File: config.mk
export PLATFORM = sky130hd
export DESIGN_NAME = accel_motion_detector
export DESIGN_NICKNAME = d
export VERILOG_FILES = /design/src/hw/rtl/amd_pkg.sv /design/src/hw/rtl/amd_axis_lane.sv /design/src/hw/rtl/amd_sqrt.sv /design/src/hw/rtl/amd_baseline.sv /design/src/hw/rtl/accel_motion_detector.sv
export SDC_FILE = /design/constraint.sdc
export NUM_CORES = 2
export LEC_CHECK = 0
export BUFFER_PORTS_ARGS = -buffer_cell sky130_fd_sc_hd__buf_2
export CORE_MARGIN = 5
export CORE_UTILIZATION = 50
export DETAILED_ROUTE_END_ITERATION = 10
export PLACE_DENSITY = 0.67
export SETUP_SLACK_MARGIN = 0.2
export SKIP_CTS_REPAIR_TIMING = 1
export SYNTH_ARGS = -nofsm -noshare
export SYNTH_HDL_FRONTEND = slang
export SYNTH_HIERARCHICAL = 1
export SYNTH_SLANG_ARGS = --single-unit
File: constraint.sdc
create_clock -name clk -period 4.5 [get_ports clk]
set_input_delay 0.9 -clock clk [delete_from_list [all_inputs] [get_ports clk]]
set_output_delay 0.9 -clock clk [all_outputs]
set_load 0.02 [all_outputs]
File: src/hw/rtl/amd_pkg.sv
// shared types and constants for the accelerometer motion detector
// no dependencies; every rtl file refers to it by scoped names
package amd_pkg;

    // default parameter values handed down from the top level
    localparam int WINDOW_SAMPLES_DEF = 3;
    localparam int FRACTION_BITS_DEF  = 4;

    // fixed field widths
    localparam int ACCEL_W  = 16;
    localparam int SAMPLE_W = 14;
    localparam int MAG_W    = 18;
    localparam int LIMIT_W  = 4;
    localparam int STILL_W  = 5;

    // configuration port
    localparam int CFG_IDX_W  = 2;
    localparam int CFG_DATA_W = 18;
    localparam logic [CFG_IDX_W-1:0] CFG_MOTION_THRESHOLD = 2'd0;
    localparam logic [CFG_IDX_W-1:0] CFG_STILL_LIMIT      = 2'd1;

    localparam logic [MAG_W-1:0]   THRESHOLD_RESET   = 18'd1640;
    localparam logic [LIMIT_W-1:0] STILL_LIMIT_RESET = 4'd3;
    localparam logic [STILL_W-1:0] STILL_MAX         = 5'd31;
    localparam logic [MAG_W-1:0]   MAG_MAX           = 18'h3FFFF;

    // baseline filter weights, in percent
    localparam int WEIGHT_W = 7;
    localparam logic [WEIGHT_W-1:0] WB_MOVE = 7'd70;
    localparam logic [WEIGHT_W-1:0] WM_MOVE = 7'd30;
    localparam logic [WEIGHT_W-1:0] WB_FAST = 7'd85;
    localparam logic [WEIGHT_W-1:0] WM_FAST = 7'd15;
    localparam logic [WEIGHT_W-1:0] WB_SLOW = 7'd95;
    localparam logic [WEIGHT_W-1:0] WM_SLOW = 7'd5;
    localparam int BASE_DIVISOR = 100;
    localparam int BASE_ROUND   = 50;

    typedef struct packed {
        logic signed [ACCEL_W-1:0] accel_x;
        logic signed [ACCEL_W-1:0] accel_y;
        logic signed [ACCEL_W-1:0] accel_z;
    } in_item_t;

    typedef struct packed {
        logic             moving;
        logic [MAG_W-1:0] window_magnitude;
        logic [MAG_W-1:0] new_baseline;
    } out_item_t;

    // per-sample control to the axis lanes
    typedef struct packed {
        logic add;
        logic close;
    } lane_ctl_t;

endpackage

File: src/hw/rtl/amd_axis_lane.sv
// one axis lane: window sum, bit-serial rounded average, bit-serial square
// depends on amd_pkg
module amd_axis_lane #(
    parameter int WINDOW_SAMPLES = amd_pkg::WINDOW_SAMPLES_DEF,
    parameter int FRACTION_BITS  = amd_pkg::FRACTION_BITS_DEF
) (
    input  logic                                clk,
    input  logic                                rst_n,
    input  amd_pkg::lane_ctl_t                  ctl,
    input  logic signed [amd_pkg::ACCEL_W-1:0]  accel,
    output logic                                busy,
    output logic [2*(amd_pkg::SAMPLE_W+FRACTION_BITS)-1:0] square
);

    localparam int SUM_W      = amd_pkg::SAMPLE_W + $clog2(WINDOW_SAMPLES);
    localparam int AVG_W      = amd_pkg::SAMPLE_W + FRACTION_BITS;
    localparam int DIVIDEND_W = SUM_W + FRACTION_BITS + 2;
    localparam int DIVISOR    = 2 * WINDOW_SAMPLES;
    localparam int REM_W      = $clog2(DIVISOR + 1);
    localparam int SQ_W       = 2 * AVG_W;
    localparam int CNT_W      = $clog2(AVG_W);

    localparam logic [1:0] L_IDLE = 2'd0;
    localparam logic [1:0] L_DIV  = 2'd1;
    localparam logic [1:0] L_MUL  = 2'd2;

    logic [1:0]              phase_reg, phase_next;
    logic [CNT_W-1:0]        cnt_reg, cnt_next;
    logic signed [SUM_W-1:0] sum_reg, sum_next;
    logic [REM_W-1:0]        rem_reg, rem_next;
    logic [AVG_W-1:0]        sh_reg, sh_next;
    logic [AVG_W-1:0]        avg_reg, avg_next;
    logic [SQ_W-1:0]         prod_reg, prod_next;

    logic signed [amd_pkg::SAMPLE_W-1:0] sample;
    logic signed [SUM_W-1:0]             sum_total;
    logic [SUM_W-1:0]                    abs_val;
    logic [DIVIDEND_W-1:0]               dividend;
    logic [REM_W:0]                      trial;
    logic                                q_bit;
    logic                                last_step;

    // arithmetic shift right by two keeps the top 14 bits
    assign sample    = accel[amd_pkg::ACCEL_W-1:2];
    assign sum_total = sum_reg + SUM_W'(sample);
    assign abs_val   = sum_total[SUM_W-1] ? SUM_W'(-sum_total) : SUM_W'(sum_total);
    // round to nearest: (2*|sum|*2^F + W) / (2*W)
    assign dividend  = (DIVIDEND_W'(abs_val) << (FRACTION_BITS + 1))
                     + DIVIDEND_W'(WINDOW_SAMPLES);

    assign trial     = {rem_reg, sh_reg[AVG_W-1]};
    assign q_bit     = (trial >= (REM_W+1)'(DIVISOR));
    assign last_step = (cnt_reg == CNT_W'(AVG_W - 1));

    always_comb
    begin
        phase_next = phase_reg;
        cnt_next   = cnt_reg;
        sum_next   = sum_reg;
        rem_next   = rem_reg;
        sh_next    = sh_reg;
        avg_next   = avg_reg;
        prod_next  = prod_reg;
        case (phase_reg)
            L_IDLE:
            begin
                if (ctl.add)
                begin
                    sum_next = ctl.close ? '0 : sum_total;
                end
                if (ctl.close)
                begin
                    rem_next   = REM_W'(dividend >> AVG_W);
                    sh_next    = dividend[AVG_W-1:0];
                    prod_next  = '0;
                    cnt_next   = '0;
                    phase_next = L_DIV;
                end
            end
            L_DIV:
            begin
                // restoring division, one quotient bit per cycle
                rem_next = q_bit ? REM_W'(trial - (REM_W+1)'(DIVISOR)) : REM_W'(trial);
                sh_next  = {sh_reg[AVG_W-2:0], q_bit};
                cnt_next = cnt_reg + CNT_W'(1);
                if (last_step)
                begin
                    avg_next   = {sh_reg[AVG_W-2:0], q_bit};
                    cnt_next   = '0;
                    phase_next = L_MUL;
                end
            end
            L_MUL:
            begin
                // msb-first shift and add
                prod_next = (prod_reg << 1) + (sh_reg[AVG_W-1] ? SQ_W'(avg_reg) : '0);
                sh_next   = sh_reg << 1;
                cnt_next  = cnt_reg + CNT_W'(1);
                if (last_step)
                begin
                    phase_next = L_IDLE;
                end
            end
            default:
            begin
                phase_next = L_IDLE;
            end
        endcase
    end

    always_ff @(posedge clk or negedge rst_n)
    begin
        if (!rst_n)
        begin
            phase_reg <= L_IDLE;
            cnt_reg   <= '0;
            sum_reg   <= '0;
        end
        else
        begin
            phase_reg <= phase_next;
            cnt_reg   <= cnt_next;
            sum_reg   <= sum_next;
        end
    end

    always_ff @(posedge clk)
    begin
        rem_reg  <= rem_next;
        sh_reg   <= sh_next;
        avg_reg  <= avg_next;
        prod_reg <= prod_next;
    end

    assign busy   = (phase_reg != L_IDLE);
    assign square = prod_reg;

endmodule

File: src/hw/rtl/amd_sqrt.sv
// bit-serial integer square root, rounded to nearest and saturated to 18 bits
// depends on amd_pkg
module amd_sqrt #(
    parameter int RAD_W = 2 * (amd_pkg::SAMPLE_W + amd_pkg::FRACTION_BITS_DEF) + 2
) (
    input  logic                      clk,
    input  logic                      rst_n,
    input  logic                      start,
    input  logic [RAD_W-1:0]          radicand,
    output logic                      done,
    output logic [amd_pkg::MAG_W-1:0] magnitude
);

    localparam int ROOT_W = RAD_W / 2;
    localparam int REM_W  = ROOT_W + 2;
    localparam int CNT_W  = $clog2(ROOT_W);
    localparam int CMP_W  = (ROOT_W + 1 > amd_pkg::MAG_W) ? ROOT_W + 1 : amd_pkg::MAG_W;

    localparam logic [1:0] Q_IDLE  = 2'd0;
    localparam logic [1:0] Q_RUN   = 2'd1;
    localparam logic [1:0] Q_ROUND = 2'd2;

    logic [1:0]                phase_reg, phase_next;
    logic [CNT_W-1:0]          cnt_reg, cnt_next;
    logic                      done_reg, done_next;
    logic [RAD_W-1:0]          rad_reg, rad_next;
    logic [ROOT_W-1:0]         root_reg, root_next;
    logic [REM_W-1:0]          rem_reg, rem_next;
    logic [amd_pkg::MAG_W-1:0] mag_reg, mag_next;

    logic [REM_W+1:0] rem_sh;
    logic [REM_W+1:0] trial;
    logic             ge;
    logic [CMP_W-1:0] rounded;

    assign rem_sh  = {rem_reg, rad_reg[RAD_W-1 -: 2]};
    assign trial   = (REM_W+2)'({root_reg, 2'b01});
    assign ge      = (rem_sh >= trial);
    assign rounded = CMP_W'(root_reg) + CMP_W'(rem_reg > REM_W'(root_reg));

    always_comb
    begin
        phase_next = phase_reg;
        cnt_next   = cnt_reg;
        done_next  = 1'b0;
        rad_next   = rad_reg;
        root_next  = root_reg;
        rem_next   = rem_reg;
        mag_next   = mag_reg;
        case (phase_reg)
            Q_IDLE:
            begin
                if (start)
                begin
                    rad_next   = radicand;
                    root_next  = '0;
                    rem_next   = '0;
                    cnt_next   = '0;
                    phase_next = Q_RUN;
                end
            end
            Q_RUN:
            begin
                // two radicand bits in, one root bit out
                rem_next  = ge ? REM_W'(rem_sh - trial) : REM_W'(rem_sh);
                root_next = {root_reg[ROOT_W-2:0], ge};
                rad_next  = rad_reg << 2;
                cnt_next  = cnt_reg + CNT_W'(1);
                if (cnt_reg == CNT_W'(ROOT_W - 1))
                begin
                    phase_next = Q_ROUND;
                end
            end
            Q_ROUND:
            begin
                // remainder above the root means the true root is past the half
                mag_next   = (rounded > CMP_W'(amd_pkg::MAG_MAX)) ? amd_pkg::MAG_MAX
                                                                : amd_pkg::MAG_W'(rounded);
                done_next  = 1'b1;
                phase_next = Q_IDLE;
            end
            default:
            begin
                phase_next = Q_IDLE;
            end
        endcase
    end

    always_ff @(posedge clk or negedge rst_n)
    begin
        if (!rst_n)
        begin
            phase_reg <= Q_IDLE;
            cnt_reg   <= '0;
            done_reg  <= 1'b0;
        end
        else
        begin
            phase_reg <= phase_next;
            cnt_reg   <= cnt_next;
            done_reg  <= done_next;
        end
    end

    always_ff @(posedge clk)
    begin
        rad_reg  <= rad_next;
        root_reg <= root_next;
        rem_reg  <= rem_next;
        mag_reg  <= mag_next;
    end

    assign done      = done_reg;
    assign magnitude = mag_reg;

endmodule

File: src/hw/rtl/amd_baseline.sv
// motion decision, still counter and serial exponential baseline update
// depends on amd_pkg
module amd_baseline (
    input  logic                        clk,
    input  logic                        rst_n,
    input  logic                        start,
    input  logic [amd_pkg::MAG_W-1:0]   magnitude,
    input  logic [amd_pkg::MAG_W-1:0]   motion_threshold,
    input  logic [amd_pkg::LIMIT_W-1:0] still_limit,
    output logic                        done,
    output amd_pkg::out_item_t          result
);

    localparam int MAG_W   = amd_pkg::MAG_W;
    localparam int WT_W    = amd_pkg::WEIGHT_W;
    localparam int NUM_W   = MAG_W + WT_W;
    localparam int REM_W   = $clog2(amd_pkg::BASE_DIVISOR);
    localparam int CNT_W   = $clog2(MAG_W);

    localparam logic [1:0] B_IDLE = 2'd0;
    localparam logic [1:0] B_MUL  = 2'd1;
    localparam logic [1:0] B_LOAD = 2'd2;
    localparam logic [1:0] B_DIV  = 2'd3;

    logic [1:0]                  phase_reg, phase_next;
    logic [CNT_W-1:0]            cnt_reg, cnt_next;
    logic                        done_reg, done_next;
    logic                        valid_reg, valid_next;
    logic [amd_pkg::STILL_W-1:0] still_reg, still_next;
    logic [MAG_W-1:0]            base_reg, base_next;
    logic                        moving_reg, moving_next;
    logic [MAG_W-1:0]            mag_reg, mag_next;
    logic [WT_W-1:0]             wb_reg, wb_next;
    logic [WT_W-1:0]             wm_reg, wm_next;
    logic [NUM_W-1:0]            acc_reg, acc_next;
    logic [REM_W-1:0]            rem_reg, rem_next;
    logic [MAG_W-1:0]            quo_reg, quo_next;

    logic [MAG_W-1:0]            diff;
    logic                        is_moving;
    logic [amd_pkg::STILL_W-1:0] still_upd;
    logic                        fast;
    logic [NUM_W-1:0]            num;
    logic [REM_W:0]              trial;
    logic                        q_bit;

    assign diff      = (magnitude > base_reg) ? magnitude - base_reg : base_reg - magnitude;
    assign is_moving = (diff > motion_threshold);
    assign still_upd = is_moving ? '0
                     : ((still_reg < amd_pkg::STILL_MAX) ? still_reg + 1'b1 : still_reg);
    assign fast      = (still_upd > amd_pkg::STILL_W'(still_limit));
    assign num       = acc_reg + NUM_W'(amd_pkg::BASE_ROUND);
    assign trial     = {rem_reg, quo_reg[MAG_W-1]};
    assign q_bit     = (trial >= (REM_W+1)'(amd_pkg::BASE_DIVISOR));

    always_comb
    begin
        phase_next  = phase_reg;
        cnt_next    = cnt_reg;
        done_next   = 1'b0;
        valid_next  = valid_reg;
        still_next  = still_reg;
        base_next   = base_reg;
        moving_next = moving_reg;
        mag_next    = mag_reg;
        wb_next     = wb_reg;
        wm_next     = wm_reg;
        acc_next    = acc_reg;
        rem_next    = rem_reg;
        quo_next    = quo_reg;
        case (phase_reg)
            B_IDLE:
            begin
                if (start)
                begin
                    mag_next = magnitude;
                    if (!valid_reg)
                    begin
                        // first window seeds the baseline
                        base_next   = magnitude;
                        valid_next  = 1'b1;
                        moving_next = 1'b0;
                        done_next   = 1'b1;
                    end
                    else
                    begin
                        moving_next = is_moving;
                        still_next  = still_upd;
                        if (is_moving)
                        begin
                            wb_next = amd_pkg::WB_MOVE;
                            wm_next = amd_pkg::WM_MOVE;
                        end
                        else if (fast)
                        begin
                            wb_next = amd_pkg::WB_FAST;
                            wm_next = amd_pkg::WM_FAST;
                        end
                        else
                        begin
                            wb_next = amd_pkg::WB_SLOW;
                            wm_next = amd_pkg::WM_SLOW;
                        end
                        acc_next   = '0;
                        cnt_next   = '0;
                        phase_next = B_MUL;
                    end
                end
            end
            B_MUL:
            begin
                // both weights walk msb first
                acc_next = (acc_reg << 1)
                         + (wb_reg[WT_W-1] ? NUM_W'(base_reg) : '0)
                         + (wm_reg[WT_W-1] ? NUM_W'(mag_reg) : '0);
                wb_next  = wb_reg << 1;
                wm_next  = wm_reg << 1;
                cnt_next = cnt_reg + CNT_W'(1);
                if (cnt_reg == CNT_W'(WT_W - 1))
                begin
                    phase_next = B_LOAD;
                end
            end
            B_LOAD:
            begin
                // weights sum to 100, so the quotient fits the magnitude width
                rem_next   = REM_W'(num >> MAG_W);
                quo_next   = num[MAG_W-1:0];
                cnt_next   = '0;
                phase_next = B_DIV;
            end
            B_DIV:
            begin
                rem_next = q_bit ? REM_W'(trial - (REM_W+1)'(amd_pkg::BASE_DIVISOR))
                                 : REM_W'(trial);
                quo_next = {quo_reg[MAG_W-2:0], q_bit};
                cnt_next = cnt_reg + CNT_W'(1);
                if (cnt_reg == CNT_W'(MAG_W - 1))
                begin
                    base_next  = {quo_reg[MAG_W-2:0], q_bit};
                    done_next  = 1'b1;
                    phase_next = B_IDLE;
                end
            end
            default:
            begin
                phase_next = B_IDLE;
            end
        endcase
    end

    always_ff @(posedge clk or negedge rst_n)
    begin
        if (!rst_n)
        begin
            phase_reg  <= B_IDLE;
            cnt_reg    <= '0;
            done_reg   <= 1'b0;
            valid_reg  <= 1'b0;
            still_reg  <= '0;
            base_reg   <= '0;
        end
        else
        begin
            phase_reg  <= phase_next;
            cnt_reg    <= cnt_next;
            done_reg   <= done_next;
            valid_reg  <= valid_next;
            still_reg  <= still_next;
            base_reg   <= base_next;
        end
    end

    always_ff @(posedge clk)
    begin
        moving_reg <= moving_next;
        mag_reg    <= mag_next;
        wb_reg     <= wb_next;
        wm_reg     <= wm_next;
        acc_reg    <= acc_next;
        rem_reg    <= rem_next;
        quo_reg    <= quo_next;
    end

    assign done                    = done_reg;
    assign result.moving           = moving_reg;
    assign result.window_magnitude = mag_reg;
    assign result.new_baseline     = base_reg;

endmodule

File: src/hw/rtl/accel_motion_detector.sv
// top level of the accelerometer motion detector: handshakes, config, sequencing
// depends on amd_pkg, amd_axis_lane, amd_sqrt, amd_baseline
//
//  channel  | signals                               | direction | item
//  ---------+---------------------------------------+-----------+--------------------------
//  in       | in_valid, in_ready, in_data           | in        | one x/y/z accel sample
//  out      | out_valid, out_ready, out_data        | out       | one result per window
//  cfg      | cfg_we, cfg_index, cfg_wdata          | in        | register write, no wait
//
// an item that does not close a window is only added into the lane sums
// the closing item runs three lanes in parallel: serial averaging and squaring,
//   then summing of the three squares, serial square root with rounding and
//   serial baseline update, in that order
// input waits until the result enters the output register, which needs it empty or being read
// reset clears the window, the baseline and the registers to their defaults
module accel_motion_detector #(
    parameter int WINDOW_SAMPLES = amd_pkg::WINDOW_SAMPLES_DEF,
    parameter int FRACTION_BITS  = amd_pkg::FRACTION_BITS_DEF
) (
    input  logic                           clk,
    input  logic                           rst_n,
    input  logic                           in_valid,
    output logic                           in_ready,
    input  amd_pkg::in_item_t              in_data,
    output logic                           out_valid,
    input  logic                           out_ready,
    output amd_pkg::out_item_t             out_data,
    input  logic                           cfg_we,
    input  logic [amd_pkg::CFG_IDX_W-1:0]  cfg_index,
    input  logic [amd_pkg::CFG_DATA_W-1:0] cfg_wdata
);

    localparam int AVG_W    = amd_pkg::SAMPLE_W + FRACTION_BITS;
    localparam int SQ_W     = 2 * AVG_W;
    localparam int SQ_SUM_W = SQ_W + 2;
    localparam int PHASE_W  = (WINDOW_SAMPLES > 1) ? $clog2(WINDOW_SAMPLES) : 1;

    localparam logic [2:0] S_IDLE = 3'd0;
    localparam logic [2:0] S_LANE = 3'd1;
    localparam logic [2:0] S_SUM  = 3'd2;
    localparam logic [2:0] S_SQRT = 3'd3;
    localparam logic [2:0] S_BASE = 3'd4;
    localparam logic [2:0] S_HOLD = 3'd5;

    // control state
    logic [2:0]                  state_reg, state_next;
    logic [PHASE_W-1:0]          phase_reg, phase_next;
    logic                        out_valid_reg, out_valid_next;
    logic [amd_pkg::MAG_W-1:0]   threshold_reg, threshold_next;
    logic [amd_pkg::LIMIT_W-1:0] limit_reg, limit_next;

    // payload
    logic [SQ_SUM_W-1:0]         sq_acc_reg, sq_acc_next;
    amd_pkg::out_item_t          out_data_reg, out_data_next;

    amd_pkg::lane_ctl_t          lane_ctl;
    logic [2:0]                  lane_busy;
    logic [SQ_W-1:0]             sq_x, sq_y, sq_z;
    logic                        sqrt_start;
    logic [SQ_SUM_W-1:0]         radicand;
    logic                        sqrt_done;
    logic [amd_pkg::MAG_W-1:0]   magnitude;
    logic                        base_start;
    logic                        base_done;
    amd_pkg::out_item_t          base_result;
    logic                        out_load;
    logic                        in_accept;

    // inputs are only taken between windows' computations
    assign in_ready       = (state_reg == S_IDLE);
    assign in_accept      = in_valid && in_ready;
    assign lane_ctl.add   = in_accept;
    assign lane_ctl.close = in_accept && (phase_reg == PHASE_W'(WINDOW_SAMPLES - 1));

    amd_axis_lane #(
        .WINDOW_SAMPLES (WINDOW_SAMPLES),
        .FRACTION_BITS  (FRACTION_BITS)
    ) u_lane_x (
        .clk    (clk),
        .rst_n  (rst_n),
        .ctl    (lane_ctl),
        .accel  (in_data.accel_x),
        .busy   (lane_busy[0]),
        .square (sq_x)
    );

    amd_axis_lane #(
        .WINDOW_SAMPLES (WINDOW_SAMPLES),
        .FRACTION_BITS  (FRACTION_BITS)
    ) u_lane_y (
        .clk    (clk),
        .rst_n  (rst_n),
        .ctl    (lane_ctl),
        .accel  (in_data.accel_y),
        .busy   (lane_busy[1]),
        .square (sq_y)
    );

    amd_axis_lane #(
        .WINDOW_SAMPLES (WINDOW_SAMPLES),
        .FRACTION_BITS  (FRACTION_BITS)
    ) u_lane_z (
        .clk    (clk),
        .rst_n  (rst_n),
        .ctl    (lane_ctl),
        .accel  (in_data.accel_z),
        .busy   (lane_busy[2]),
        .square (sq_z)
    );

    // last of the three squares is added on the way into the root unit
    assign sqrt_start = (state_reg == S_SUM);
    assign radicand   = sq_acc_reg + SQ_SUM_W'(sq_z);

    amd_sqrt #(
        .RAD_W (SQ_SUM_W)
    ) u_sqrt (
        .clk       (clk),
        .rst_n     (rst_n),
        .start     (sqrt_start),
        .radicand  (radicand),
        .done      (sqrt_done),
        .magnitude (magnitude)
    );

    assign base_start = (state_reg == S_SQRT) && sqrt_done;

    amd_baseline u_baseline (
        .clk              (clk),
        .rst_n            (rst_n),
        .start            (base_start),
        .magnitude        (magnitude),
        .motion_threshold (threshold_reg),
        .still_limit      (limit_reg),
        .done             (base_done),
        .result           (base_result)
    );

    // result moves to the output register once that register is empty or being read
    assign out_load = (state_reg == S_HOLD) && (!out_valid_reg || out_ready);

    always_comb
    begin
        state_next     = state_reg;
        phase_next     = phase_reg;
        sq_acc_next    = sq_acc_reg;
        out_data_next  = out_data_reg;
        out_valid_next = out_valid_reg;
        threshold_next = threshold_reg;
        limit_next     = limit_reg;

        if (cfg_we)
        begin
            case (cfg_index)
                amd_pkg::CFG_MOTION_THRESHOLD: threshold_next = cfg_wdata[amd_pkg::MAG_W-1:0];
                amd_pkg::CFG_STILL_LIMIT:      limit_next = cfg_wdata[amd_pkg::LIMIT_W-1:0];
                default:                       ;
            endcase
        end

        if (out_valid_reg && out_ready)
        begin
            out_valid_next = 1'b0;
        end

        case (state_reg)
            S_IDLE:
            begin
                if (lane_ctl.close)
                begin
                    phase_next = '0;
                    state_next = S_LANE;
                end
                else if (in_accept)
                begin
                    phase_next = phase_reg + PHASE_W'(1);
                end
            end
            S_LANE:
            begin
                if (lane_busy == 3'b000)
                begin
                    sq_acc_next = SQ_SUM_W'(sq_x) + SQ_SUM_W'(sq_y);
                    state_next  = S_SUM;
                end
            end
            S_SUM:
            begin
                state_next = S_SQRT;
            end
            S_SQRT:
            begin
                if (sqrt_done)
                begin
                    state_next = S_BASE;
                end
            end
            S_BASE:
            begin
                if (base_done)
                begin
                    state_next = S_HOLD;
                end
            end
            S_HOLD:
            begin
                if (out_load)
                begin
                    out_data_next  = base_result;
                    out_valid_next = 1'b1;
                    state_next     = S_IDLE;
                end
            end
            default:
            begin
                state_next = S_IDLE;
            end
        endcase
    end

    always_ff @(posedge clk or negedge rst_n)
    begin
        if (!rst_n)
        begin
            state_reg     <= S_IDLE;
            phase_reg     <= '0;
            out_valid_reg <= 1'b0;
            threshold_reg <= amd_pkg::THRESHOLD_RESET;
            limit_reg     <= amd_pkg::STILL_LIMIT_RESET;
        end
        else
        begin
            state_reg     <= state_next;
            phase_reg     <= phase_next;
            out_valid_reg <= out_valid_next;
            threshold_reg <= threshold_next;
            limit_reg     <= limit_next;
        end
    end

    always_ff @(posedge clk)
    begin
        sq_acc_reg   <= sq_acc_next;
        out_data_reg <= out_data_next;
    end

    assign out_valid = out_valid_reg;
    assign out_data  = out_data_reg;

`ifndef SYNTHESIS
    // lanes must be idle whenever a new sample is summed in
    a_accept_lanes_idle: assert property (@(posedge clk) disable iff (!rst_n)
        in_accept |-> (lane_busy == 3'b000))
        else $error("sample taken while axis lanes busy");

    // closing a window starts all three lanes together
    a_close_starts_lanes: assert property (@(posedge clk) disable iff (!rst_n)
        lane_ctl.close |=> (state_reg == S_LANE) && (lane_busy == 3'b111))
        else $error("window close did not start the lanes");

    a_sqrt_done_state: assert property (@(posedge clk) disable iff (!rst_n)
        sqrt_done |-> (state_reg == S_SQRT))
        else $error("square root finished outside its step");

    a_base_done_state: assert property (@(posedge clk) disable iff (!rst_n)
        base_done |-> (state_reg == S_BASE))
        else $error("baseline update finished outside its step");

    a_phase_range: assert property (@(posedge clk) disable iff (!rst_n)
        phase_reg <= PHASE_W'(WINDOW_SAMPLES - 1))
        else $error("sample phase past window length");
`endif

endmodule
==> flow_summary.yaml <==
cells_and_area:
  layout_commonest_cell: "edfxtp_1"
  diodes: 0
  syn_to_final_growth_pct: 12.9
  n_fill_cell: 6892
  final_cell_mix: "edfxtp_1 (477), nand2_1 (445), ha_1 (299)"
  final_cell_count_no_fill: 5324
  drive_gt1_share_pct: 12.9
  final_nets: 4619
  largest_register_ffs: 38
setup_path:
  worstSetupPathType: "flop to flop"
  critical_path.startpoint_type: "flop"
  crit_buf_inv: 5
  slowest_stage: "edfxtp_1"
  critical-path-max-stage-delay_ps: 390
  critPathMaxFanout: 5
  cp-end-kind: "flop"
  cp.required_ps: 4860
  cp_top_family: "compound AO/OA/AOI/OAI gates"
  arrival_ps: 5500
  cpMostUsedCell: "a21o_1"
sta:
  max_clock_freq_mhz: 195
  worst_pin_slew_ps: 1190
  hold_viol: 0
  slew_headroom_pct: 20.9
  rsz0062_at_grt: "yes"
  finalSetupViolCount: 6
  finalMaxSlewViolations: 0
  period_needed_ps: 5130
  timing.final.ws_setup_ps: -633
  fin_skew_ps: 28.4
  finalCritPeriodShare_pct: 114
  holdWs_ps: 308
clock_network:
  numCtsBuffers: 72
  cts_htree_levels: 3
  cts_root_buf: "clkbuf_16"
  cts_sinks: 614
  insertion_delay_ps: 620
  cts_max_path_buffers: 3
  cts.clk_slew.worst_paths_ps: 60
  cts_tree: "done"
route:
  drc: 0
  ant_nets: 0
  dr_total_vias: 30300
  routed_wl_mm: 93.5
  drt_iter0_markers: 1778
  drtPass1Iterations: 5
  vias_per_cell: 5.69
  wl_per_cell_um: 17.6
floorplanning:
  fp-row-count: 103
  die_h_um: 293
  core-area_mm2: 0.0791
  die-area_mm2: 0.0858
  fp.dieW_um: 293
  start_util_pct: 50.6
  ios: 112
pwr:
  peakVddDrop_mv: 0.488
  leakage_nw: 18.1
  p_total_mw: 24.5
  power_density_mw_per_mm2: 542
run:
  drv_cap: 0
worst_hold_path:
  min-delay-path-class: "input pin to asynchronous set/reset pin"
yosys:
  syn_inst: 4003
  ys_ff_latch: 614
  synth_ff_type: "edfxtp_1"
  synthDistinctLibCells: 129
  synthTopCellsByArea: "edfxtp_1 (36%), ha_1 (9.4%), dfrtp_1 (8.1%)"
  async_flop_share_pct: 22.3
  synth-edff-count: 477
  yosys.area.top_type: "edfxtp_1"
  ys_warn_count: 6
  syn_area_per_cell_um2: 9.99
  syn_area_mm2: 0.0400
  synth_seq_area_share_pct: 44.4
  synth_top_area_share_pct: 35.8
  synth_nets: 4406
global_route:
  grt_pass1_vias: 29300
  grt_pass1_wl_mm: 150
  antenna_found_initial: 1
  grt_start_max_net_pins: 68
  grtUsageTotal_pct: 20.9
  overflow: 0
run_status:
  failed_checks: "setup timing"
  run_status: "finished, violations left"
place:
  dp_cells: 5185
  place.port_buffers: 105
  place_hpwl_mm: 69.4
  place_congestion: 0.880
cell type report:
type	instances	area [µm²]	area share [%]
Multi-Input combinational cell	3052	21100	46.7
Inverter	206	773	1.71
Clock buffer	104	2060	4.57
Timing Repair Buffer	270	1840	4.08
Tap cell	1050	1310	2.91
Clock inverter	28	333	0.737
Sequential cell	614	17800	39.3
power breakdown:
group | switching, mW | leakage (nW) | internal, mW
registers | 0.646 | 5.87 | 7.77
clock network | 2.42 | 1.17 | 3.46
logic | 6.15 | 11.1 | 4.05
total | 9.22 | 18.1 | 15.3
synth_stat cells (all sizes together) (94+ instances only):
cell / number
and2: 141
xor2: 114
edfxtp: 477
dfrtp: 130
clkbuf: 94
o21ai: 311
a21oi: 280
inv: 204
xnor2: 150
a21o: 100
ha: 302
nor2: 255
nand2: 447
path summary, 6_finish.rpt:
kind                                       start                   end  slack [ps]  cells after the start
setup reg to reg             u_sqrt/magnitude[0]  u_baseline/wm_reg[3]        -630                     29
max in group asynchronous                  rst_n   u_lane_x/sum_reg[4]        3210                      2
min in group clk           u_baseline/moving_reg          out_data[36]         440                      0
hold / removal                             rst_n     threshold_reg[12]         310                      1
setup / recovery             u_sqrt/magnitude[0]  u_baseline/wm_reg[3]        -630                     29
hold reg to reg            u_baseline/moving_reg          out_data[36]         440                      0
kinds of logic (layout without fill, tap and decap cells):
logic type / Yosys count / count (layout) / share of synthesized area [%]
and+or+nand+nor: 1321 / 1321 / 16.4
AOI/OAI and AO/OA: 1094 / 1094 / 18.0
DFF: 614 / 614 / 44.4
buffers and inverters: 337 / 608 / 3.40
adders and majority gates: 330 / 330 / 10.8
xor gates and xnor gates: 264 / 264 / 5.78
muxes: 43 / 43 / 1.16
through the flow:
| stage | setup slack [ps] | instance area [µm²] | TNS [ps] | utilization (%) |
|---|---|---|---|---|
| after floorplan | -249 | 40000 | -790 | - |
| after global placement | -544 | 42600 | -1960 | 53.8 |
| after detailed placement | -711 | 42600 | -2670 | 53.8 |
| after CTS | -705 | 45000 | -2590 | 56.8 |
| after global routing | -811 | 45200 | -4190 | 57.1 |
| final | -633 | 45200 | -2460 | 57.1 |
per-layer routing:
layer | track usage [%] | routed length, µm | up-vias
li1 | - | - | 15100
met2 | 37.7 | 47100 | 580
met3 | 2.49 | 3480 | 132
met5 | 0 | 13 | -
met4 | 5.38 | 2090 | 2
met1 | 26.9 | 40800 | 14500
(Power assumes the default switching activity.)
